File: src/rtl/core/mdsp_pkg.sv
package mdsp_pkg;

    // Event codes carried on the result channel
    localparam logic [2:0] EV_OPEN      = 3'd0;
    localparam logic [2:0] EV_KEY       = 3'd1;
    localparam logic [2:0] EV_STR       = 3'd2;
    localparam logic [2:0] EV_INT       = 3'd3;
    localparam logic [2:0] EV_CLOSE     = 3'd4;
    localparam logic [2:0] EV_ERR       = 3'd5;
    localparam logic [2:0] EV_EMPTY_KEY = 3'd6;
    localparam logic [2:0] EV_EMPTY_VAL = 3'd7;

    // Result of one byte, handed from the parser core to the output stage
    typedef struct packed {
        logic        valid;
        logic [2:0]  event_res;
        logic [7:0]  data_byte;
        logic [31:0] int_value;
        logic        last;
    } t_result;

endpackage

File: src/rtl/core/mdsp_core.sv
module mdsp_core import mdsp_pkg::*; #(
    parameter int LENGTH_BYTES = 4
) (
    input  logic       i_clk,
    input  logic       i_rst_n,
    input  logic       i_accept,
    input  logic [7:0] i_byte,
    output t_result    o_res
);

    localparam logic [3:0] PH_IDLE    = 4'd0;
    localparam logic [3:0] PH_DICT    = 4'd1;
    localparam logic [3:0] PH_KEYLEN  = 4'd2;
    localparam logic [3:0] PH_KEYDATA = 4'd3;
    localparam logic [3:0] PH_VALTYPE = 4'd4;
    localparam logic [3:0] PH_VALLEN  = 4'd5;
    localparam logic [3:0] PH_VALDATA = 4'd6;
    localparam logic [3:0] PH_INT     = 4'd7;
    localparam logic [3:0] PH_ERROR   = 4'd8;

    localparam int INT_BYTES = 4;
    localparam logic [1:0] LEN_LAST = 2'(LENGTH_BYTES - 1);
    localparam logic [1:0] INT_LAST = 2'(INT_BYTES - 1);

    localparam logic [7:0] CH_OPEN  = 8'h7B; // '{'
    localparam logic [7:0] CH_CLOSE = 8'h30; // '0'
    localparam logic [7:0] CH_STR   = 8'h73; // 's'
    localparam logic [7:0] CH_INT   = 8'h69; // 'i'

    logic [3:0]  r_phase, n_phase;
    logic [31:0] r_rem,   n_rem;
    logic [1:0]  r_idx,   n_idx;
    logic [31:0] r_word,  n_word;

    logic [31:0] w_gword;
    logic        w_len_done;
    logic        w_int_done;
    logic        w_lst;
    t_result     w_res;

    // OR the byte into the lane picked by the byte index
    always_comb begin
        w_gword = r_word;
        for (int k = 0; k < 4; k++) begin
            if (r_idx == 2'(k)) begin
                w_gword[8*k +: 8] = r_word[8*k +: 8] | i_byte;
            end
        end
    end

    assign w_len_done = (r_idx >= LEN_LAST);
    assign w_int_done = (r_idx >= INT_LAST);
    assign w_lst      = (r_rem <= 32'd1);

    always_comb begin
        n_phase = r_phase;
        n_rem   = r_rem;
        n_idx   = r_idx;
        n_word  = r_word;
        w_res   = '0;
        if (i_accept) begin
            case (r_phase)
                PH_IDLE: begin
                    if (i_byte == CH_OPEN) begin
                        n_phase         = PH_DICT;
                        w_res.valid     = 1'b1;
                        w_res.event_res = EV_OPEN;
                    end else begin
                        n_phase         = PH_ERROR;
                        w_res.valid     = 1'b1;
                        w_res.event_res = EV_ERR;
                    end
                end
                PH_DICT: begin
                    if (i_byte == CH_CLOSE) begin
                        n_phase         = PH_IDLE;
                        w_res.valid     = 1'b1;
                        w_res.event_res = EV_CLOSE;
                    end else if (i_byte == CH_STR) begin
                        n_phase = PH_KEYLEN;
                        n_idx   = 2'd0;
                        n_word  = '0;
                    end else begin
                        n_phase         = PH_ERROR;
                        w_res.valid     = 1'b1;
                        w_res.event_res = EV_ERR;
                    end
                end
                PH_KEYLEN, PH_VALLEN: begin
                    n_word = w_gword;
                    if (!w_len_done) begin
                        n_idx = r_idx + 2'd1;
                    end else begin
                        n_idx = 2'd0;
                        n_rem = w_gword;
                        if (w_gword == 32'd0) begin
                            w_res.valid = 1'b1;
                            if (r_phase == PH_KEYLEN) begin
                                n_phase         = PH_VALTYPE;
                                w_res.event_res = EV_EMPTY_KEY;
                            end else begin
                                n_phase         = PH_DICT;
                                w_res.event_res = EV_EMPTY_VAL;
                            end
                        end else begin
                            n_phase = (r_phase == PH_KEYLEN) ? PH_KEYDATA : PH_VALDATA;
                        end
                    end
                end
                PH_KEYDATA, PH_VALDATA: begin
                    n_rem           = w_lst ? 32'd0 : r_rem - 32'd1;
                    w_res.valid     = 1'b1;
                    w_res.data_byte = i_byte;
                    w_res.last      = w_lst;
                    if (r_phase == PH_KEYDATA) begin
                        w_res.event_res = EV_KEY;
                        if (w_lst) begin
                            n_phase = PH_VALTYPE;
                        end
                    end else begin
                        w_res.event_res = EV_STR;
                        if (w_lst) begin
                            n_phase = PH_DICT;
                        end
                    end
                end
                PH_VALTYPE: begin
                    n_idx  = 2'd0;
                    n_word = '0;
                    if (i_byte == CH_STR) begin
                        n_phase = PH_VALLEN;
                    end else if (i_byte == CH_INT) begin
                        n_phase = PH_INT;
                    end else begin
                        n_phase         = PH_ERROR;
                        w_res.valid     = 1'b1;
                        w_res.event_res = EV_ERR;
                    end
                end
                PH_INT: begin
                    n_word = w_gword;
                    if (!w_int_done) begin
                        n_idx = r_idx + 2'd1;
                    end else begin
                        n_idx           = 2'd0;
                        n_phase         = PH_DICT;
                        w_res.valid     = 1'b1;
                        w_res.event_res = EV_INT;
                        w_res.int_value = w_gword;
                    end
                end
                PH_ERROR: begin
                    n_phase = PH_ERROR;
                end
                default: begin
                    n_phase         = PH_ERROR;
                    w_res.valid     = 1'b1;
                    w_res.event_res = EV_ERR;
                end
            endcase
        end
    end

    always_ff @(posedge i_clk) begin
        if (!i_rst_n) begin
            r_phase <= PH_IDLE;
            r_rem   <= '0;
            r_idx   <= '0;
            r_word  <= '0;
        end else begin
            r_phase <= n_phase;
            r_rem   <= n_rem;
            r_idx   <= n_idx;
            r_word  <= n_word;
        end
    end

    assign o_res = w_res;

    // error is sticky
    a_err_sticky: assert property (@(posedge i_clk) disable iff (!i_rst_n)
        r_phase == PH_ERROR |=> r_phase == PH_ERROR)
        else $error("error phase left without reset");

    a_err_silent: assert property (@(posedge i_clk) disable iff (!i_rst_n)
        r_phase == PH_ERROR |-> !o_res.valid)
        else $error("result produced after error");

    a_res_needs_accept: assert property (@(posedge i_clk) disable iff (!i_rst_n)
        o_res.valid |-> i_accept)
        else $error("result without a byte transfer");

    a_data_phase_counts: assert property (@(posedge i_clk) disable iff (!i_rst_n)
        (r_phase == PH_KEYDATA || r_phase == PH_VALDATA) |-> r_rem != 32'd0)
        else $error("data phase with nothing left");

endmodule

File: src/rtl/core/marshal_dict_stream_parser.sv
// Streaming parser for marshalled string dictionaries, one byte per transfer.
// Input channel: i_in_valid / o_in_ready carry i_in_byte, the raw stream.
// Output channel: o_out_valid / i_out_ready carry one event per result:
//   o_event_res (open, key byte, string byte, integer, close, error,
//   empty key, empty value), o_data_byte and o_last for key/string bytes,
//   o_int_value for completed integers; unused fields read as zero.
// Length, integer and 's'/'i' type bytes give no result, but the last byte of
//   an integer or of a zero length does. A result shows in the cycle after its byte.
// Throughput: one byte per cycle; the state machine and the output register
//   form a single registered stage, so a byte is taken whenever the output
//   register is empty or is being drained in the same cycle.
// Receiver stall: the pending result holds in the output register and
//   o_in_ready drops until it is taken; no byte is lost or dropped.
// Any unexpected byte gives one error event; the parser then swallows every
//   later byte silently until reset.
// Reset (synchronous, active low): parser returns to awaiting '{', output
//   register empties; no clearing pass, ready on the first cycle after.
// LENGTH_BYTES sets the size of the little-endian length fields (1 to 4).
module marshal_dict_stream_parser import mdsp_pkg::*; #(
    parameter int LENGTH_BYTES = 4
) (
    input  logic        i_clk,
    input  logic        i_rst_n,
    input  logic        i_in_valid,
    output logic        o_in_ready,
    input  logic [7:0]  i_in_byte,
    output logic        o_out_valid,
    input  logic        i_out_ready,
    output logic [2:0]  o_event_res,
    output logic [7:0]  o_data_byte,
    output logic [31:0] o_int_value,
    output logic        o_last
);

    logic    w_accept;
    t_result w_res;

    logic        r_out_valid;
    logic [2:0]  r_event_res;
    logic [7:0]  r_data_byte;
    logic [31:0] r_int_value;
    logic        r_last;

    // output register can take a new result when empty or draining now
    assign o_in_ready = !r_out_valid || i_out_ready;
    assign w_accept   = i_in_valid && o_in_ready;

    mdsp_core #(
        .LENGTH_BYTES (LENGTH_BYTES)
    ) u_core (
        .i_clk    (i_clk),
        .i_rst_n  (i_rst_n),
        .i_accept (w_accept),
        .i_byte   (i_in_byte),
        .o_res    (w_res)
    );

    always_ff @(posedge i_clk) begin
        if (!i_rst_n) begin
            r_out_valid <= 1'b0;
        end else if (o_in_ready) begin
            r_out_valid <= w_res.valid;
        end
    end

    // payload only loads with a fresh result
    always_ff @(posedge i_clk) begin
        if (o_in_ready && w_res.valid) begin
            r_event_res <= w_res.event_res;
            r_data_byte <= w_res.data_byte;
            r_int_value <= w_res.int_value;
            r_last      <= w_res.last;
        end
    end

    assign o_out_valid = r_out_valid;
    assign o_event_res = r_event_res;
    assign o_data_byte = r_data_byte;
    assign o_int_value = r_int_value;
    assign o_last      = r_last;

    a_ready_when_empty: assert property (@(posedge i_clk) disable iff (!i_rst_n)
        !o_out_valid |-> o_in_ready)
        else $error("input stalled with empty output register");

    a_byte_fields: assert property (@(posedge i_clk) disable iff (!i_rst_n)
        (o_out_valid && o_event_res != EV_KEY && o_event_res != EV_STR)
        |-> (o_data_byte == 8'd0 && !o_last))
        else $error("byte fields set on a non-byte event");

    a_int_field: assert property (@(posedge i_clk) disable iff (!i_rst_n)
        (o_out_valid && o_event_res != EV_INT) |-> o_int_value == 32'd0)
        else $error("integer field set on a non-integer event");

endmodule

File: config.mk
export PLATFORM = sky130hd
export DESIGN_NAME = marshal_dict_stream_parser
export DESIGN_NICKNAME = d
export VERILOG_FILES = /design/src/rtl/core/mdsp_pkg.sv /design/src/rtl/core/mdsp_core.sv /design/src/rtl/core/marshal_dict_stream_parser.sv
export SDC_FILE = /design/constraint.sdc
export NUM_CORES = 1
export LEC_CHECK = 0
export ABC_AREA = 1
export BUFFER_PORTS_ARGS = -buffer_cell sky130_fd_sc_hd__buf_2
export CAP_MARGIN = 20
export CELL_PAD_IN_SITES_DETAIL_PLACEMENT = 0
export CELL_PAD_IN_SITES_GLOBAL_PLACEMENT = 2
export CORE_MARGIN = 3
export CORE_UTILIZATION = 35
export DETAILED_ROUTE_END_ITERATION = 8
export PLACE_DENSITY_LB_ADDON = 0.1
export SYNTH_ARGS = -nofsm -noshare
export SYNTH_HDL_FRONTEND = slang
export SYNTH_SLANG_ARGS = --single-unit
File: constraint.sdc
create_clock -name i_clk -period 3.9 [get_ports i_clk]
set_input_delay 1.17 -clock i_clk [delete_from_list [all_inputs] [get_ports i_clk]]
set_output_delay 1.17 -clock i_clk [all_outputs]
set_load 0.01 [all_outputs]
==> results of run 1 <==
[per-layer routing]
layer / global-route usage, % / wire (µm)
met5: 0 / 0
met4: 6.85 / 394
met3: 3.55 / 683
met2: 29.9 / 8690
met1: 28.1 / 9390
[synthesized netlist by cell type, drive strengths merged (7+ instances only)]
master and instances:
nand2 163, a21oi 138, nor2 102, inv 80, dfxtp 71, edfxtp 44
o21ai 35, a211oi 33, nand3 30, buf 22, xor2 14, clkbuf 13
or2 10, nor3 9, ha 7
[cells by family after synthesis]
logic type | synth area share (%)
adders and majority gates | 1.42
AOI/OAI and AO/OA | 21.0
DFF | 44.4
and+or+nand+nor | 22.4
buffers and inverters | 8.12
xor gates and xnor gates | 2.69
[power groups by stage]
stage	combinational, mW	sequential [mW]	clock (mW)
finish	0.137	1.29	1.52
global route	0.149	1.29	1.60
CTS	0.139	1.29	1.55
detailed placement	0.138	1.31	0
global placement	0.138	1.31	0
floorplan	0.0515	1.33	0
[per-stage QoR]
step,utilization [%],area (µm²),instances,power [mW],setup slack [ns]
floorplan,-,6180,796,1.38,0.512
global placement,39.0,6610,1044,1.45,0.742
detailed placement,39.0,6610,1044,1.45,0.710
CTS,42.5,7200,1076,2.98,1.16
global route,42.5,7200,1076,3.04,0.985
finish,42.5,7200,1076,2.94,1.13
[worst paths after layout]
check | from | to | slack [ns] | depth (start not counted)
worst min register to register | u_core.r_word[30] | u_core.r_word[30] | 0.48 | 2
worst min-delay path | u_core.r_word[30] | u_core.r_word[30] | 0.48 | 2
worst max-delay path | i_in_byte[1] | o_int_value[0] | 1.13 | 13
worst max register to register | u_core.r_idx[0] | o_int_value[0] | 1.26 | 14
[area by class of cell]
type / instances / area share, %
repair buffers: 63 / 4.94
inverters: 80 / 4.21
well taps: 220 / 3.83
flip-flops and latches: 115 / 38.1
multi-input cells: 566 / 40.7
clock inverters: 9 / 0.939
clock buffers: 23 / 7.23
[worst max-delay path: stages]
cell and delay [ns]:
buf_2 0.18, nand2_1 0.10, nand2_1 0.12, nor2_1 0.13, nand2_1 0.06, nor2_1 0.11, nand2_1 0.12, nor2_1 0.24
nand2_1 0.14, nand3_1 0.09, nand2_1 0.06, clkinv_1 0.08, buf_12 0.24
[flip-flops by register name, summed over array words and instances (netlist names)]
| register | flops |
|---|---|
| u_core.r_word | 32 |
| o_event_res | 3 |
| o_data_byte | 8 |
| u_core.r_idx | 2 |
| u_core.r_rem | 32 |
| o_int_value | 32 |
| u_core.r_phase | 4 |
| o_out_valid | 1 |
| o_last | 1 |
==> run summary, run 1 <==
Psw = 682 µW
Post-synthesis async set-or-reset flop share = 0%
Mapped Nets = 815
Total Wirelength = 19.2 mm
Max clock buf depth = 2
Post-route DRC = 0
Final Skew = 0.0128 ns
Power Density = 409 nW/µm²
Hold Crit Class = reg2reg
GP Congestion = 0.821
H-tree Lvls = 4
Filler cells = 1767
Vias per Instance = 5.17
Final Max Slew Viols = 0
Largest net degree at the start of global routing = 69
Final setup fails = 0
Max Fanout on Critical Path = 44
Synth warn = 0
Yosys top cell by area = dfxtp_1
Syn_area_per_cell = 7.76 µm²
Cts hold-fix bufs = 0
Mapped Cells = 796
Ys flop type = dfxtp_1
Pint = 2.26 mW
Initial core utilization = 36.5%
Crit share post-route = 71.0%
Slew headroom = 34.8%
TritonRoute pass-1 iters = 5
DR WL/cell = 17.8 µm
TritonCTS clock tree = yes
DR vias = 5565
Max-cap violation count = 0
Startpoint Class = input pin
Post-Syn Area = 6180 µm²
Vias in the first global route = 5225
Commonest non-fill, non-tap cell in the layout = nand2_1
Crit path kind = in2reg
RSZ-0062 raised after global routing = false
Port-buffer cells = 57
First-pass GRT wire length = 29.7 mm
Storage element area = 2740 µm²
Status = complete, no violations
Overall global routing resource usage = 19.7%
Multi-input logic area = 2930 µm²
FMAX = 361 MHz
P&R area growth vs syn = 16.5%
Combinational Power Share = 4.6%
Clock root buffer = clkbuf_16
Min cycle time layout = 2.77 ns
Die area = 19300 µm²
WP data arrival = 2.87 ns
CTS sink cnt = 115
LEAKAGE = 3.19 nW
Crit. End Element = flip-flop
Antenna violations before repair = 0
Max IR drop VDD = 0.304 mV
Row count = 47
Fin nets = 862
IO Count = 58
Worst-skew pair later-pin latency = 0.42 ns
Register area share after synthesis = 44.4%
Antenna-violating nets left = 0
Number of diodes = 0
Most frequent cells in the layout = nand2_1 (160), a21oi_1 (137), nor2_1 (98)
Placeable Area = 16900 µm²
Flops & latches, synth = 115
Worst hold margin = 0.482 ns
Reg power frac = 43.8%
Setup TNS Final = 0 ns
Clock power share = 51.6%
Initial drt markers = 409
Distinct cells, synth = 39
Post-synth EDFFs = 44
Cells resized by post-CTS repair = 0
GRT Residual Overflow = 0
Area share of the largest cell type after synthesis = 23.0%
Post-CTS Setup Bufs = 0
Switching share of power = 23.2%
Clock transition at path regs = 0.06 ns
Die height = 139 µm
Share of cells above drive strength 1 = 17.2%
Clock buffer count from CTS = 17
Slew at the pin closest to its max-slew limit = 0.978 ns
Hpwl dp = 13.2 mm
Fin. Hold Viols = 0
Die Width = 139 µm
CP required = 4.00 ns
Top cells by area, synth = dfxtp_1 (23%), edfxtp_1 (21%), a21oi_1 (11%), nand2_1 (9.7%), nor2_1 (6.0%)
Note: power is estimated with default switching activity, not from simulation.
==> run 2: changes to the inputs <==
==> constraint.sdc (replaced) <==
create_clock -name i_clk -period 2.71 [get_ports i_clk]
set_input_delay 0.813 -clock i_clk [delete_from_list [all_inputs] [get_ports i_clk]]
set_output_delay 0.813 -clock i_clk [all_outputs]
set_load 0.01 [all_outputs]
==> run summary, run 2 (synthesis gave the netlist of run 1 again) <==
Status = complete, no violations
Vias in the first global route = 5253
Fin nets = 881
GRT Residual Overflow = 0
FF-to-FF setup slack = 0.24 ns
Number of diodes = 0
Hold Crit Class = reg2reg
Hold path start = u_core.r_word[30]
Commonest non-fill, non-tap cell in the layout = nand2_1
Dpl ws = -0.0264 ns
Vias per Instance = 5.07
Startpoint Class = flip-flop
Share of cells above drive strength 1 = 19.9%
Hold depth = 2
Final setup fails = 0
Post-CTS Setup Bufs = 0
Die Width = 139 µm
Overall global routing resource usage = 19.5%
Largest net degree at the start of global routing = 69
RSZ-0062 raised after global routing = false
FMAX = 404 MHz
H-tree Lvls = 4
Antenna-violating nets left = 0
Row count = 47
Worst-skew pair later-pin latency = 0.43 ns
Power Density = 567 nW/µm²
Crit path from = u_core.r_idx[0]
Clock transition at path regs = 0.06 ns
Setup TNS Final = 0 ns
Port-buffer cells = 57
Initial drt markers = 469
Most frequent cells in the layout = nand2_1 (158), a21oi_1 (137), nor2_1 (97)
Fin. Hold Viols = 0
Reg2reg start = u_core.r_idx[0]
GP Congestion = 0.857
Initial core utilization = 36.5%
TritonRoute pass-1 iters = 6
Antenna violations before repair = 0
Crit path kind = reg2reg
TritonCTS clock tree = yes
CP required = 2.83 ns
End of the worst register-to-register path = o_int_value[14]
Hold worst-path end = u_core.r_word[30]
Worst hold margin = 0.493 ns
DR WL/cell = 17.3 µm
Placeable Area = 16900 µm²
LEAKAGE = 3.25 nW
P&R area growth vs syn = 18.7%
Clock buffer count from CTS = 17
Setup ws final = 0.236 ns
First-pass GRT wire length = 29.6 mm
IO Count = 58
Max-cap violation count = 0
Die height = 139 µm
Post-route DRC = 0
Clock root buffer = clkbuf_16
Min cycle time layout = 2.47 ns
Die area = 19300 µm²
Crit. End Element = flip-flop
Slew headroom = 46.8%
Hpwl dp = 13.5 mm
Slew at the pin closest to its max-slew limit = 0.796 ns
Max IR drop VDD = 0.541 mV
DR vias = 5547
Total Wirelength = 18.9 mm
Max clock buf depth = 2
Final Max Slew Viols = 0
CTS sink cnt = 115
Reg2reg path depth = 14
Max Fanout on Critical Path = 31
WP data arrival = 2.59 ns
Crit share post-route = 91.3%
Final Skew = 0.0190 ns
-- run 2: cell count changes in the layout (fill, tap and decap cells not counted), sizes merged --
cell	previous run	this run
clkinvlp	1	6
inv	81	85
clkbuf	23	17
clkinv	7	4
buf	63	82
-- run 2: worst max path at each step --
stage / endpoint / slack (ns) / depth (start not counted)
2_1_floorplan: o_data_byte[0] / 0.02 / 10
3_3_place_gp: o_int_value[13] / -0.02 / 13
3_5_place_dp: o_int_value[14] / -0.03 / 13
4_1_cts: o_int_value[8] / 0.1 / 14
5_1_grt: o_int_value[14] / 0.05 / 14
6_report: o_int_value[14] / 0.24 / 14
-- run 2: layer usage --
| layer | vias to the layer above | track usage [%] | wire length, µm |
|---|---|---|---|
| met5 | - | 0 | 0 |
| met4 | 0 | 5.25 | 278 |
| met3 | 18 | 4.59 | 999 |
| met2 | 152 | 29.7 | 8470 |
| met1 | 2570 | 27.9 | 9170 |
| li1 | 2807 | - | - |
-- run 2: worst max-delay path: stages (launching register included) --
cell and delay (ns):
dfxtp_1 0.40, inv_1 0.12, ha_2 0.26, nand2_1 0.17
nand2_1 0.15, nor2_1 0.12, nand2_1 0.05, nor2_1 0.09
nand2_1 0.08, nor2_2 0.15, nand2_1 0.09, nand3_1 0.09
nand2_2 0.08, clkinvlp_4 0.10, buf_12 0.20
-- run 2: area by class of cell --
class	instances	area, µm²
Tap cell	220	275
Timing Repair Buffer	82	510
Fill cell	1716	9600
Clock buffer	17	425
Multi-Input combinational cell	566	2950
Inverter	80	307
Sequential cell	115	2740
Clock inverter	15	125
-- run 2: what timing repair did --
action / in CTS / in global routing
hold buffers: 0 / 0
endpoints found under the setup margin: 0 / 46
gates resized for setup: 0 / 4
-- run 2: where the power goes --
part | leakage (nW) | switching (mW) | internal [mW] | total, mW
Combinational | 1.99 | 0.143 | 0.0677 | 0.211
Clock | 0.254 | 0.904 | 1.19 | 2.09
Sequential | 1.00 | 0.0132 | 1.84 | 1.85
Total | 3.25 | 1.06 | 3.09 | 4.16
-- run 2: per-stage QoR --
| stage | instances | utilization, % | total power [mW] | instance area (µm²) |
|---|---|---|---|---|
| after global routing | 1095 | 43.3 | 4.30 | 7330 |
| after CTS | 1095 | 43.2 | 4.19 | 7320 |
| after floorplan | 796 | - | 1.99 | 6190 |
| after detailed placement | 1063 | 40.0 | 2.10 | 6770 |
| final | 1095 | 43.3 | 4.16 | 7330 |
| after global placement | 1063 | 40.0 | 2.10 | 6770 |
